## config.mk

```make
export PLATFORM = sky130hd
export DESIGN_NAME = page_frame_allocator
export DESIGN_NICKNAME = d
export VERILOG_FILES = /design/src/hdl/pfa_pkg.sv /design/src/hdl/pfa_map_ram.sv /design/src/hdl/pfa_ctrl.sv /design/src/hdl/page_frame_allocator.sv
export SDC_FILE = /design/constraint.sdc
export NUM_CORES = 2
export LEC_CHECK = 0
export BUFFER_PORTS_ARGS = -buffer_cell sky130_fd_sc_hd__buf_2
export CAP_MARGIN = 20
export CORE_ASPECT_RATIO = 0.8
export CORE_MARGIN = 4
export CORE_UTILIZATION = 63
export DETAILED_ROUTE_END_ITERATION = 8
export PLACE_DENSITY = 0.8
export SETUP_SLACK_MARGIN = 0.02
export SYNTH_ARGS = -nofsm -noshare
export SYNTH_HDL_FRONTEND = slang
export SYNTH_HIERARCHICAL = 1
export SYNTH_SLANG_ARGS = --single-unit
export TNS_END_PERCENT = 30
```

## constraint.sdc

```tcl
create_clock -name clk_i -period 10.7 [get_ports clk_i]
set_clock_uncertainty 0.2 [all_clocks]
set_input_delay 1.605 -clock clk_i [delete_from_list [all_inputs] [get_ports clk_i]]
set_output_delay 1.605 -clock clk_i [all_outputs]
set_load 0.01 [all_outputs]
```

## src/hdl/pfa_pkg.sv

```systemverilog
package pfa_pkg;

  // Defaults for the top-level parameters. The page size is a power of two.
  localparam int unsigned MAX_FRAMES_DEF = 1024;
  localparam int unsigned PAGE_BYTES_DEF = 4096;

  // The free map is held as words of this many frames each.
  localparam int unsigned WORD_BITS = 32;
  localparam int unsigned BIT_W     = 5;

  // Field widths fixed by the register and item formats.
  localparam int unsigned CNT_W     = 11;
  localparam int unsigned ADDR_W    = 32;
  localparam int unsigned OP_W      = 2;
  localparam int unsigned STAT_W    = 2;
  localparam int unsigned CFG_IDX_W = 2;

  typedef enum logic [OP_W-1:0] {
    OP_INIT  = 2'd0,
    OP_ALLOC = 2'd1,
    OP_FREE  = 2'd2,
    OP_NONE  = 2'd3
  } op_e;

  typedef enum logic [STAT_W-1:0] {
    ST_DONE      = 2'd0,
    ST_NO_FRAME  = 2'd1,
    ST_NOT_HELD  = 2'd2,
    ST_NOT_READY = 2'd3
  } status_e;

  typedef enum logic [CFG_IDX_W-1:0] {
    CFG_FRAME_COUNT = 2'd0,
    CFG_BASE        = 2'd1,
    CFG_RESERVED    = 2'd2
  } cfg_idx_e;

  typedef struct packed {
    logic [CNT_W-1:0]  frame_count;
    logic [ADDR_W-1:0] base;
    logic [CNT_W-1:0]  reserved;
  } cfg_t;

  // Number of map words needed for a given frame capacity.
  function automatic int unsigned map_words(int unsigned max_frames);
    return (max_frames + WORD_BITS - 1) / WORD_BITS;
  endfunction

  // Address width of the map memory.
  function automatic int unsigned map_aw(int unsigned max_frames);
    return (map_words(max_frames) > 1) ? $clog2(map_words(max_frames)) : 1;
  endfunction

endpackage

```

## src/hdl/pfa_map_ram.sv

```systemverilog
module pfa_map_ram #(
  parameter int unsigned MAX_FRAMES = pfa_pkg::MAX_FRAMES_DEF,
  localparam int unsigned AW = pfa_pkg::map_aw(MAX_FRAMES)
) (
  input  logic                          clk_i,
  input  logic                          we_i,
  input  logic [AW-1:0]                 waddr_i,
  input  logic [pfa_pkg::WORD_BITS-1:0] wdata_i,
  input  logic                          re_i,
  input  logic [AW-1:0]                 raddr_i,
  output logic [pfa_pkg::WORD_BITS-1:0] rdata_o
);
  import pfa_pkg::*;

  localparam int unsigned NW = map_words(MAX_FRAMES);

  // One bit per frame, 1 meaning free. Contents are undefined until the
  // first initialise sweep writes every word.
  logic [WORD_BITS-1:0] mem_q [NW];
  logic [WORD_BITS-1:0] rdata_q;

  always_ff @(posedge clk_i) begin
    if (we_i) begin
      mem_q[waddr_i] <= wdata_i;
    end
    if (re_i) begin
      rdata_q <= mem_q[raddr_i];
    end
  end

  assign rdata_o = rdata_q;

endmodule

```

## src/hdl/pfa_ctrl.sv

```systemverilog
module pfa_ctrl #(
  parameter int unsigned MAX_FRAMES = pfa_pkg::MAX_FRAMES_DEF,
  parameter int unsigned PAGE_BYTES = pfa_pkg::PAGE_BYTES_DEF,
  localparam int unsigned AW = pfa_pkg::map_aw(MAX_FRAMES)
) (
  input  logic                          clk_i,
  input  logic                          rst_ni,
  input  pfa_pkg::cfg_t                 cfg_i,
  input  logic                          in_valid_i,
  output logic                          in_ready_o,
  input  logic [pfa_pkg::OP_W-1:0]      operation_i,
  input  logic [pfa_pkg::ADDR_W-1:0]    free_address_i,
  output logic                          out_valid_o,
  input  logic                          out_ready_i,
  output logic [pfa_pkg::ADDR_W-1:0]    frame_address_o,
  output logic [pfa_pkg::STAT_W-1:0]    status_o,
  output logic                          mem_we_o,
  output logic [AW-1:0]                 mem_waddr_o,
  output logic [pfa_pkg::WORD_BITS-1:0] mem_wdata_o,
  output logic                          mem_re_o,
  output logic [AW-1:0]                 mem_raddr_o,
  input  logic [pfa_pkg::WORD_BITS-1:0] mem_rdata_i
);
  import pfa_pkg::*;

  localparam int unsigned NW         = map_words(MAX_FRAMES);
  localparam int unsigned CW         = (AW + 1 > CNT_W + 1) ? AW + 1 : CNT_W + 1;
  localparam int unsigned CNT_MAX    = (1 << CNT_W) - 1;
  localparam int unsigned CAP        = (MAX_FRAMES > CNT_MAX) ? CNT_MAX : MAX_FRAMES;
  localparam int unsigned PAGE_SHIFT = $clog2(PAGE_BYTES);

  typedef enum logic [5:0] {
    S_IDLE     = 6'b000001,
    S_INIT     = 6'b000010,
    S_ALLOC    = 6'b000100,
    S_FREE_RD  = 6'b001000,
    S_FREE_CHK = 6'b010000,
    S_RESP     = 6'b100000
  } state_e;

  // Free bits of word w when frames below lim are the ones that count.
  function automatic logic [WORD_BITS-1:0] word_mask(logic [CW-1:0] w,
                                                     logic [CNT_W-1:0] lim);
    logic [CW-1:0]        lw;
    logic [WORD_BITS-1:0] m;
    lw = CW'(lim >> BIT_W);
    m  = '0;
    for (int b = 0; b < WORD_BITS; b++) begin
      m[b] = (BIT_W'(b) < lim[BIT_W-1:0]);
    end
    if (w < lw) begin
      m = '1;
    end else if (w != lw) begin
      m = '0;
    end
    return m;
  endfunction

  // Position of the lowest set bit.
  function automatic logic [BIT_W-1:0] first_one(logic [WORD_BITS-1:0] v);
    logic [BIT_W-1:0] p;
    p = '0;
    for (int b = WORD_BITS - 1; b >= 0; b--) begin
      if (v[b]) begin
        p = BIT_W'(b);
      end
    end
    return p;
  endfunction

  state_e               state_q, state_d;
  logic [CW-1:0]        ptr_q, ptr_d;
  logic                 chk_vld_q, chk_vld_d;
  logic [CW-1:0]        chk_ptr_q, chk_ptr_d;
  logic [CNT_W-1:0]     idx_q, idx_d;
  status_e              stat_q, stat_d;
  logic                 grant_q, grant_d;
  logic                 ready_q, ready_d;
  logic                 out_valid_q;
  logic [ADDR_W-1:0]    out_addr_q;
  status_e              out_stat_q;

  logic [CNT_W-1:0]     n_frames;
  logic [CNT_W-1:0]     res_frames;
  logic [CNT_W-1:0]     free_lim;
  logic [CNT_W:0]       words_sum;
  logic [CW-1:0]        words_used;
  logic [ADDR_W-1:0]    fr_delta;
  logic [ADDR_W-1:0]    fr_index;
  logic                 fr_hit;
  logic [CW-1:0]        fr_word;
  logic [WORD_BITS-1:0] masked;
  logic [BIT_W-1:0]     hit_bit;
  logic [CW+BIT_W-1:0]  hit_idx;
  logic                 load_out;

  // Managed count saturates at the map capacity; the reserve never exceeds it.
  assign n_frames   = (cfg_i.frame_count > CNT_W'(CAP)) ? CNT_W'(CAP) : cfg_i.frame_count;
  assign res_frames = (cfg_i.reserved > n_frames) ? n_frames : cfg_i.reserved;
  assign free_lim   = n_frames - res_frames;
  assign words_sum  = {1'b0, n_frames} + (CNT_W + 1)'(WORD_BITS - 1);
  assign words_used = CW'(words_sum >> BIT_W);

  // Frame addresses may wrap through zero, but the managed range spans far
  // less than the whole address space, so an address maps back to at most one
  // frame index.
  assign fr_delta = free_address_i - cfg_i.base;
  assign fr_index = fr_delta >> PAGE_SHIFT;
  assign fr_hit   = (fr_delta[PAGE_SHIFT-1:0] == '0) && (fr_index < ADDR_W'(n_frames));
  assign fr_word  = CW'(idx_q >> BIT_W);

  assign masked  = mem_rdata_i & word_mask(chk_ptr_q, n_frames);
  assign hit_bit = first_one(masked);
  assign hit_idx = {chk_ptr_q, hit_bit};

  assign in_ready_o = (state_q == S_IDLE);
  assign load_out   = (state_q == S_RESP) && (!out_valid_q || out_ready_i);

  always_comb begin
    state_d     = state_q;
    ptr_d       = ptr_q;
    chk_vld_d   = 1'b0;
    chk_ptr_d   = chk_ptr_q;
    idx_d       = idx_q;
    stat_d      = stat_q;
    grant_d     = grant_q;
    ready_d     = ready_q;
    mem_we_o    = 1'b0;
    mem_waddr_o = ptr_q[AW-1:0];
    mem_wdata_o = '0;
    mem_re_o    = 1'b0;
    mem_raddr_o = ptr_q[AW-1:0];

    case (state_q)
      S_IDLE: begin
        if (in_valid_i) begin
          grant_d = 1'b0;
          ptr_d   = '0;
          case (op_e'(operation_i))
            OP_INIT: begin
              state_d = S_INIT;
            end
            OP_ALLOC: begin
              if (!ready_q) begin
                stat_d  = ST_NOT_READY;
                state_d = S_RESP;
              end else begin
                stat_d  = ST_NO_FRAME;
                state_d = S_ALLOC;
              end
            end
            OP_FREE: begin
              if (!ready_q) begin
                stat_d  = ST_NOT_READY;
                state_d = S_RESP;
              end else if (fr_hit) begin
                idx_d   = fr_index[CNT_W-1:0];
                state_d = S_FREE_RD;
              end else begin
                stat_d  = ST_NOT_HELD;
                state_d = S_RESP;
              end
            end
            default: begin
              stat_d  = ST_DONE;
              state_d = S_RESP;
            end
          endcase
        end
      end

      S_INIT: begin
        mem_we_o    = 1'b1;
        mem_wdata_o = word_mask(ptr_q, free_lim);
        ptr_d       = ptr_q + 1'b1;
        if (ptr_q == CW'(NW - 1)) begin
          ready_d = 1'b1;
          stat_d  = ST_DONE;
          state_d = S_RESP;
        end
      end

      S_ALLOC: begin
        if (chk_vld_q && (masked != '0)) begin
          mem_we_o             = 1'b1;
          mem_waddr_o          = chk_ptr_q[AW-1:0];
          mem_wdata_o          = mem_rdata_i;
          mem_wdata_o[hit_bit] = 1'b0;
          idx_d                = hit_idx[CNT_W-1:0];
          grant_d              = 1'b1;
          stat_d               = ST_DONE;
          state_d              = S_RESP;
        end else if (ptr_q < words_used) begin
          mem_re_o  = 1'b1;
          ptr_d     = ptr_q + 1'b1;
          chk_vld_d = 1'b1;
          chk_ptr_d = ptr_q;
        end else if (!chk_vld_q) begin
          state_d = S_RESP;
        end
      end

      S_FREE_RD: begin
        mem_re_o    = 1'b1;
        mem_raddr_o = fr_word[AW-1:0];
        state_d     = S_FREE_CHK;
      end

      S_FREE_CHK: begin
        if (!mem_rdata_i[idx_q[BIT_W-1:0]]) begin
          mem_we_o                         = 1'b1;
          mem_waddr_o                      = fr_word[AW-1:0];
          mem_wdata_o                      = mem_rdata_i;
          mem_wdata_o[idx_q[BIT_W-1:0]]    = 1'b1;
          stat_d                           = ST_DONE;
        end else begin
          stat_d = ST_NOT_HELD;
        end
        state_d = S_RESP;
      end

      S_RESP: begin
        if (load_out) begin
          state_d = S_IDLE;
        end
      end

      default: begin
        state_d = S_IDLE;
      end
    endcase
  end

  always_ff @(posedge clk_i or negedge rst_ni) begin
    if (!rst_ni) begin
      state_q     <= S_IDLE;
      ready_q     <= 1'b0;
      chk_vld_q   <= 1'b0;
      out_valid_q <= 1'b0;
    end else begin
      state_q   <= state_d;
      ready_q   <= ready_d;
      chk_vld_q <= chk_vld_d;
      if (load_out) begin
        out_valid_q <= 1'b1;
      end else if (out_ready_i) begin
        out_valid_q <= 1'b0;
      end
    end
  end

  always_ff @(posedge clk_i) begin
    ptr_q     <= ptr_d;
    chk_ptr_q <= chk_ptr_d;
    idx_q     <= idx_d;
    stat_q    <= stat_d;
    grant_q   <= grant_d;
    if (load_out) begin
      out_addr_q <= grant_q ? (cfg_i.base + (ADDR_W'(idx_q) << PAGE_SHIFT)) : '0;
      out_stat_q <= stat_q;
    end
  end

  assign out_valid_o     = out_valid_q;
  assign frame_address_o = out_addr_q;
  assign status_o        = out_stat_q;

endmodule

```

## src/hdl/page_frame_allocator.sv

```systemverilog
// First-fit physical page frame allocator over a bitmap held in block memory.
//
// Configuration: a plain write port (cfg_we_i, cfg_index_i, cfg_wdata_i) sets
// the frame count, the address of frame zero and the number of reserved frames
// at the top of the range. Write it only while the block is idle.
// Input channel (in_valid_i/in_ready_o) carries one item: an operation and, for
// a free, the frame address. Output channel (out_valid_o/out_ready_i) returns
// one item per input: the allocated address (zero otherwise) and a status.
// Initialise writes every 32-frame map word. Allocate reads at most
// ceil(n / 32) map words, n being the frame count saturated at the map
// capacity, one map word per cycle through the single memory read port.
// A free of a managed frame reads its map word and, if the frame is held,
// writes it back. One item is processed at a time.
// The output register holds a finished result, so the next item is accepted
// while it waits; if the receiver stalls, that next item finishes and then
// waits for the output register to empty.
// Reset clears the configuration and marks the map not initialised; the map
// memory itself is not cleared, because initialise rewrites every word.
module page_frame_allocator #(
  parameter int unsigned MAX_FRAMES = pfa_pkg::MAX_FRAMES_DEF,
  parameter int unsigned PAGE_BYTES = pfa_pkg::PAGE_BYTES_DEF
) (
  input  logic                             clk_i,
  input  logic                             rst_ni,
  input  logic                             cfg_we_i,
  input  logic [pfa_pkg::CFG_IDX_W-1:0]    cfg_index_i,
  input  logic [pfa_pkg::ADDR_W-1:0]       cfg_wdata_i,
  input  logic                             in_valid_i,
  output logic                             in_ready_o,
  input  logic [pfa_pkg::OP_W-1:0]         operation_i,
  input  logic [pfa_pkg::ADDR_W-1:0]       free_address_i,
  output logic                             out_valid_o,
  input  logic                             out_ready_i,
  output logic [pfa_pkg::ADDR_W-1:0]       frame_address_o,
  output logic [pfa_pkg::STAT_W-1:0]       status_o
);
  import pfa_pkg::*;

  localparam int unsigned AW = map_aw(MAX_FRAMES);

  // Configuration registers. The controller reads them live, so a change of
  // count or base after initialise takes effect on the next item.
  cfg_t cfg_q, cfg_d;

  always_comb begin
    cfg_d = cfg_q;
    if (cfg_we_i) begin
      case (cfg_idx_e'(cfg_index_i))
        CFG_FRAME_COUNT: cfg_d.frame_count = cfg_wdata_i[CNT_W-1:0];
        CFG_BASE:        cfg_d.base        = cfg_wdata_i;
        CFG_RESERVED:    cfg_d.reserved    = cfg_wdata_i[CNT_W-1:0];
        default:         cfg_d             = cfg_q;
      endcase
    end
  end

  always_ff @(posedge clk_i or negedge rst_ni) begin
    if (!rst_ni) begin
      cfg_q <= '0;
    end else begin
      cfg_q <= cfg_d;
    end
  end

  logic                 mem_we;
  logic [AW-1:0]        mem_waddr;
  logic [WORD_BITS-1:0] mem_wdata;
  logic                 mem_re;
  logic [AW-1:0]        mem_raddr;
  logic [WORD_BITS-1:0] mem_rdata;

  // The controller does the read-modify-write on the map. Only one item is in
  // flight and each write lands before the next read is issued, so no
  // forwarding path is needed.
  pfa_ctrl #(
    .MAX_FRAMES (MAX_FRAMES),
    .PAGE_BYTES (PAGE_BYTES)
  ) u_ctrl (
    .clk_i           (clk_i),
    .rst_ni          (rst_ni),
    .cfg_i           (cfg_q),
    .in_valid_i      (in_valid_i),
    .in_ready_o      (in_ready_o),
    .operation_i     (operation_i),
    .free_address_i  (free_address_i),
    .out_valid_o     (out_valid_o),
    .out_ready_i     (out_ready_i),
    .frame_address_o (frame_address_o),
    .status_o        (status_o),
    .mem_we_o        (mem_we),
    .mem_waddr_o     (mem_waddr),
    .mem_wdata_o     (mem_wdata),
    .mem_re_o        (mem_re),
    .mem_raddr_o     (mem_raddr),
    .mem_rdata_i     (mem_rdata)
  );

  pfa_map_ram #(
    .MAX_FRAMES (MAX_FRAMES)
  ) u_map (
    .clk_i   (clk_i),
    .we_i    (mem_we),
    .waddr_i (mem_waddr),
    .wdata_i (mem_wdata),
    .re_i    (mem_re),
    .raddr_i (mem_raddr),
    .rdata_o (mem_rdata)
  );

endmodule

```

-- Yosys cells after proc, flatten, opt, wreduce, memory -nomap -nowiden
Memories as Yosys holds them, arrays and structs flattened. A register that Yosys moved wholly into a read port is not among the register bits.
Index checks and enable logic that the tools add are counted.
- eq/ne operators: 26
- $add $sub $neg: 5
- bitwise operators: 5
- order comparisons: 74
- multiplexer cells: 95
- reduce and logical (&&, ||, !) cells: 25
- operator list (cell ; number):
    $mux W32 ; 6
    $mux W5 ; 35
    $lt A5 B5 Y1 const A ; 32
    $pmux W32 S3 ; 1
    $lt A4 B5 Y1 const A ; 16
    $mux W11 ; 7
    $and A32 B32 Y32 ; 2
    $mux W6 ; 9
    $lt A3 B5 Y1 const A ; 8
    $mux W12 ; 3
    $pmux W12 S3 ; 1
    $pmux W6 S6 ; 1
    $add A32 B23 Y32 ; 1
    $not A32 Y32 ; 1
    $or A32 B32 Y32 ; 1
    $reduce_bool A32 Y1 ; 1
    $sub A32 B32 Y32 ; 1
    $lt A12 B6 Y1 ; 2
    $ne A12 B6 Y1 ; 2
    $pmux W11 S2 ; 1
    $lt A1 B5 Y1 const A ; 4
    $lt A2 B5 Y1 const A ; 4
    $lt A20 B11 Y1 ; 1
    $pmux W6 S3 ; 1
    other kinds (45) ; 89
- flip-flop bits (word level): 135
- logic and storage cells: 245
- bits of input ports: 73
- memory bits (writable): 1024
- memories kept: 1
- memory list (memory ; depth ; bits a word ; rd ports ; clocked after Yosys merged registers in ; write ports ; RTL line ; source):
    u_map.mem_q ; 32 ; 32 ; 1 ; 1 ; 1 ; pfa_map_ram.sv:19 ; logic [WORD_BITS-1:0] mem_q [NW];

-- Depth between registers and ports, before layout
- word-level depth: 46
- depth in mapped cells: 35

-- Hierarchy
Netlist, hierarchy kept.
- by module, submodules not included (module ; instances ; area an instance (um2) ; cells each ; seq. area each (um2)):
    pfa_map_ram ; 1 ; 40812.9 ; 2260 ; 31710.4
    pfa_ctrl ; 1 ; 10717.8 ; 1346 ; 2388.5
    page_frame_allocator ; 1 ; 2037.0 ; 116 ; 1351.3

-- Worst setup path before layout
OpenSTA, ideal clock, no wires.
- path kind: register to register
- start: reg cfg_q[53] (netlist name)
- end: mem u_map.mem_q[0][16] (data pin)
- setup time: 0.454 ns
- slack: 2.586 ns
- path buffers: 2
- clock period less this slack: 8.114 ns
- stages on the path, launching flop included: 34
- arrival time: 7.460 ns
- cell sequence: dfrtp_1 > clkbuf_1 > nor2b_1 > inv_1 > ha_1 > nor2b_1 > o21a_1 > o21a_1 > o21a_1 > o21a_1 > o21ai_0 > a21oi_1 > nor4_1 > nor3_1 > clkbuf_1 > mux2i_1 > ha_1 > fa_1 > nor2b_1 > o21ai_0 > a21boi_0 > o21ai_0 > nand2b_1 > xnor2_1 > ha_1 > nor2b_1 > o21a_1 > o21a_1 > o21ai_0 > nand2b_1 > a2111o_1 > nor2_1 > nor2_1 > o21ai_0
- cells in the longest elaborated chain, start to end: 46
- elaborated cells between the ends (all ways): 90
- classes of those cells: add/sub: 1; order compare: 39; eq/ne: 2; mux: 42; bitwise: 3; reduce/logical: 3
- ends and longest elaborated chain (item ; RTL line ; source):
    from (decl) ; page_frame_allocator.sv:43 ; cfg_t cfg_q, cfg_d;
    from (signal assigned) ; page_frame_allocator.sv:61 ; cfg_q <= cfg_d;
    $gt A11 B11 Y1 ; pfa_ctrl.sv:98 ; assign n_frames = (cfg_i.frame_count > CNT_W'(CAP)) ? CNT_W'(CAP) : cfg_i.frame_count;
    $mux W11 * ; pfa_ctrl.sv:98 ;
    parallel branches: the longest is 43 deep, another holds $lt A12 B6 Y1 ; -- ;
    $pmux W32 S3 * ; pfa_ctrl.sv:134 ; case (state_q)
    via mem_wdata[16] ; page_frame_allocator.sv:67 ; logic [WORD_BITS-1:0] mem_wdata;
    to (decl) ; pfa_map_ram.sv:19 ;
Mark *: on every way through the listed nets, which the timed path passes.

-- Worst setup path after layout
- start: reg cfg_q[53] (netlist name)
- end: mem u_map.mem_q[5][12] (data pin)
Same word-level chain as after synthesis.

==> results.md <==
* Status: finished, final reports clean
* Number of storage elements in the synthesis netlist at 1191
* Multi-input combinational cell area at 17100 sq um
* Maximum fanout encountered on the critical timing path at 32
* Post-route cell area at 59400 sq um
* Cell taking the most area after synthesis: edfxtp_1
* Number of placement rows at 95
* Share of final-layout standard cells stronger than drive strength 1 at 0.129
* LEAKAGE at 19.0 nW
* Number of maximum-capacitance constraint violations at 0
* FF/Latch Area at 35500 sq um
* CTS hold repair buffers at 0
* Kind of start point of the critical path: flip-flop
* Root buffer cell: clkbuf_16
* Worst Path Arrival at 8940 ps
* Setup tns final at 0 ps
* Delay of the slowest cell on the worst path at 760 ps
* Detailed Route WL at 153000 um
* Routability-driven placement congestion ratio at 1.05
* Worst-skew pair later-pin latency at 720 ps
* Post-synthesis to final-layout area growth at 10.9%
* Top cell type's share of synthesized area at 0.632
* Count of final max-slew check failures at 0
* Post-route setup slack at 1940 ps
* Clock buffer count from CTS at 108
* Prevailing post-synth register cell: edfxtp_1
* Hold Crit Class: reg -> reg
* Fraction of the cycle the final worst path needs at 0.819
* CTS tree: done
* Areal power density over the cells at 214 nW/um^2
* Share of synthesized area occupied by flip-flops and latches at 0.662
* Worst Path Class, Setup: reg -> reg
* Maximum ir drop on the vdd rail at 0.210 mV
* Routed length per instance at 30.2 um
* Vias per std cell at 6.84
* Violation count after the first detailed-route iteration at 4956
* Maximum number of pins on one net before global-route repair at 137
* First-pass iteration count of the detailed router at 7
* Area enclosed by the die boundary at 89800 sq um
* Count of warnings emitted by yosys at 6
* Vias at 34600
* CTS resizes at 0
* Required time of the critical path at 10870 ps
* Number of cells on the worst reg-to-reg path at 33
* Avg Synthesized Cell Area at 14.4 sq um
* Number of enable-type register cells in the synthesized netlist at 1128
* Die outline width at 334 um
* RSZ-0062 raised after global routing: no
* Clock-pin slew on the worst setup and hold paths at 70 ps
* Filler Cells Inserted at 5471
* Number of remaining DRC errors at 0
* Async set-or-reset flop fraction in the synthesized netlist at 0.0529
* Post-DRT Antenna Nets at 0
* Placed wire-length estimate after detailed placement at 90000 um
* CTS Sinks at 1191
* Post-placement cell area at 55600 sq um
* Worst flop-to-flop path endpoint: u_map/mem_q[5][12]
* GRT Util Overall at 0.335
* Final cell utilization of the core at 0.706
* Cell area after synthesis at 53600 sq um
* Mapped Nets at 3895
* Number of failing hold endpoints at the final stage at 0
* Power, Total at 12.7 mW
* Effective utilization at floorplan at 0.637
* Height of the die at 269 um
* Cell variety after synth at 113
* Total grt overflow at 0
* R2R setup slack at 1940 ps
* Top cell by count, worst path: o21a_1
* Count of nets after finishing at 4032
* Cell with the largest stage delay on the worst path: a31o_1
* Longest Clk Path Bufs at 3
* Transition time at the pin with the least slew margin at 1180 ps
* Number of input and output port buffers inserted at 108
* Critical path origin: cfg_q[53]
* Capturing element of the worst setup path: u_map/mem_q[5][12]
* Final setup viols at 0
* First-pass GRT wire length at 219000 um
* Element type at the critical path end: flip-flop
* Initial antenna violation count at 3
* Core area at 84200 sq um
* Buffers inserted by post-CTS timing repair at 0
* Max Fclk at 114 MHz
* Min Clock Period, post-route at 8760 ps
* H-tree Lvls at 3
* Remaining max-slew budget at the tightest pin at 0.210
* Number of instances in the synthesized netlist at 3722
* Number of top-level pins at 109
* Post-placement setup slack at 1910 ps
* Launching point of the worst reg2reg path: cfg_q[53]
* Most area-consuming cells after synthesis: edfxtp_1 63%, mux2i_1 9.9%, dfrtp_1 2.9%
* Number of global-route vias before repair at 32300
## placed cells by master (no fill, tap or decap), types with 15 or more instances in the layout
cell and count:
ha_1 97, clkbuf_1 17, nor3_1 58, a31oi_1 46
mux2_2 27, clkbuf_16 110, a22o_1 67, nand3_1 143
nor2_4 34, nand2b_1 20, nor2_1 107, dfrtp_1 62
and3_1 18, a211oi_1 15, o31ai_1 16, clkinv_1 23
buf_4 79, a21o_1 23, clkinv_2 16, and2_1 29
buf_2 108, mux2i_1 532, xor2_1 20, edfxtp_1 1128
nor2b_1 24, xnor2_1 22, o21ai_0 61, a21oi_1 197
mux2_1 30, nand2_1 249, nand4_1 21, inv_1 94
a22oi_1 107
## layer usage
metal,global-route usage,vias up,share of wire
met4,0.118,4,0.037
met2,0.510,2366,0.45
met3,0.0728,384,0.12
met5,0,-,0.00018
li1,-,14800,-
met1,0.487,17100,0.39
## Yosys cell counts (14+ instances only)
cell	count
nand4_1	21
mux2_1	30
a21oi_1	198
clkbuf_1	74
nand3_1	143
dfrtp_1	62
o31ai_1	16
a211oi_1	16
a21o_1	23
nand2_1	250
buf_2	36
nor3_1	59
edfxtp_1	1128
mux2i_1	532
and3_1	18
inv_1	94
nor2b_1	27
buf_6	19
xnor2_1	22
nor2_1	141
buf_4	39
or2_2	14
xor2_1	20
mux2_2	27
and2_1	30
ha_1	97
a22o_1	67
o21ai_0	66
a31oi_1	46
a22oi_1	107
nand2b_1	23
nand3b_1	14
o21a_1	14
## logic make-up after synthesis
logic type	share of synthesized area
flops	0.662
other cells	0.0000700
compound gates	0.0921
simple gates	0.0751
fa+ha+maj	0.0238
mux	0.115
buf+inv	0.0255
xor+xnor	0.00687
## critical path: cells and delay by family (launching register included)
kind                       cells  cell delay [ps]
xor gates and xnor gates       1              130
and+or+nand+nor                9             1900
adders and majority gates      4             1220
DFF                            1              670
buffers and inverters          2              410
muxes                          1              140
AOI/OAI and AO/OA             16             3710
## final cells by class
| type | count | share of cell area |
|---|---|---|
| Clock inverter | 70 | 0.0133 |
| Multi-Input combinational cell | 2258 | 0.288 |
| Clock buffer | 127 | 0.0474 |
| Antenna cell | 2 | 0.0000842 |
| Timing Repair Buffer | 206 | 0.0252 |
| Tap cell | 1115 | 0.0235 |
| Sequential cell | 1191 | 0.597 |
| Inverter | 94 | 0.00594 |
## power by group
group | leakage [nW] | switching [mW] | internal (mW)
Sequential | 8.82 | 0.176 | 5.25
Clock | 1.74 | 1.73 | 2.23
Combinational | 8.47 | 2.21 | 1.15
## flip-flops by register name, summed over array words and instances, names as in the netlist
register	count
u_map/mem_q	1024
u_ctrl/ptr_q	12
u_ctrl/chk_ptr_q	12
u_ctrl/ready_q	1
cfg_q	54
u_ctrl/stat_q	2
u_ctrl/status_o	2
u_map/rdata_o	32
u_ctrl/idx_q	11
u_ctrl/frame_address_o	32
u_ctrl/out_valid_o	1
u_ctrl/chk_vld_q	1
u_ctrl/state_q	6
u_ctrl/grant_q	1
## per-stage QoR
step	hold WS [ps]	instances
2_1_floorplan	200	3722
3_3_place_gp	213	4849
3_5_place_dp	230	4851
4_1_cts	212	5048
5_1_grt	224	5063
6_report	237	5063
## worst min path at each step
stage / cells past startpoint / end / startpoint / slack [ps]
finish: 0 / u_ctrl/status_o[1] / u_ctrl/stat_q[1] / 240
global route: 0 / u_ctrl/status_o[1] / u_ctrl/stat_q[1] / 220
CTS: 0 / u_ctrl/status_o[1] / u_ctrl/stat_q[1] / 210
detailed placement: 0 / u_ctrl/status_o[1] / u_ctrl/stat_q[1] / 230
global placement: 0 / u_ctrl/status_o[1] / u_ctrl/stat_q[1] / 210
floorplan: 0 / u_ctrl/status_o[0] / u_ctrl/stat_q[0] / 200
Power figures use the tool's default switching activity.
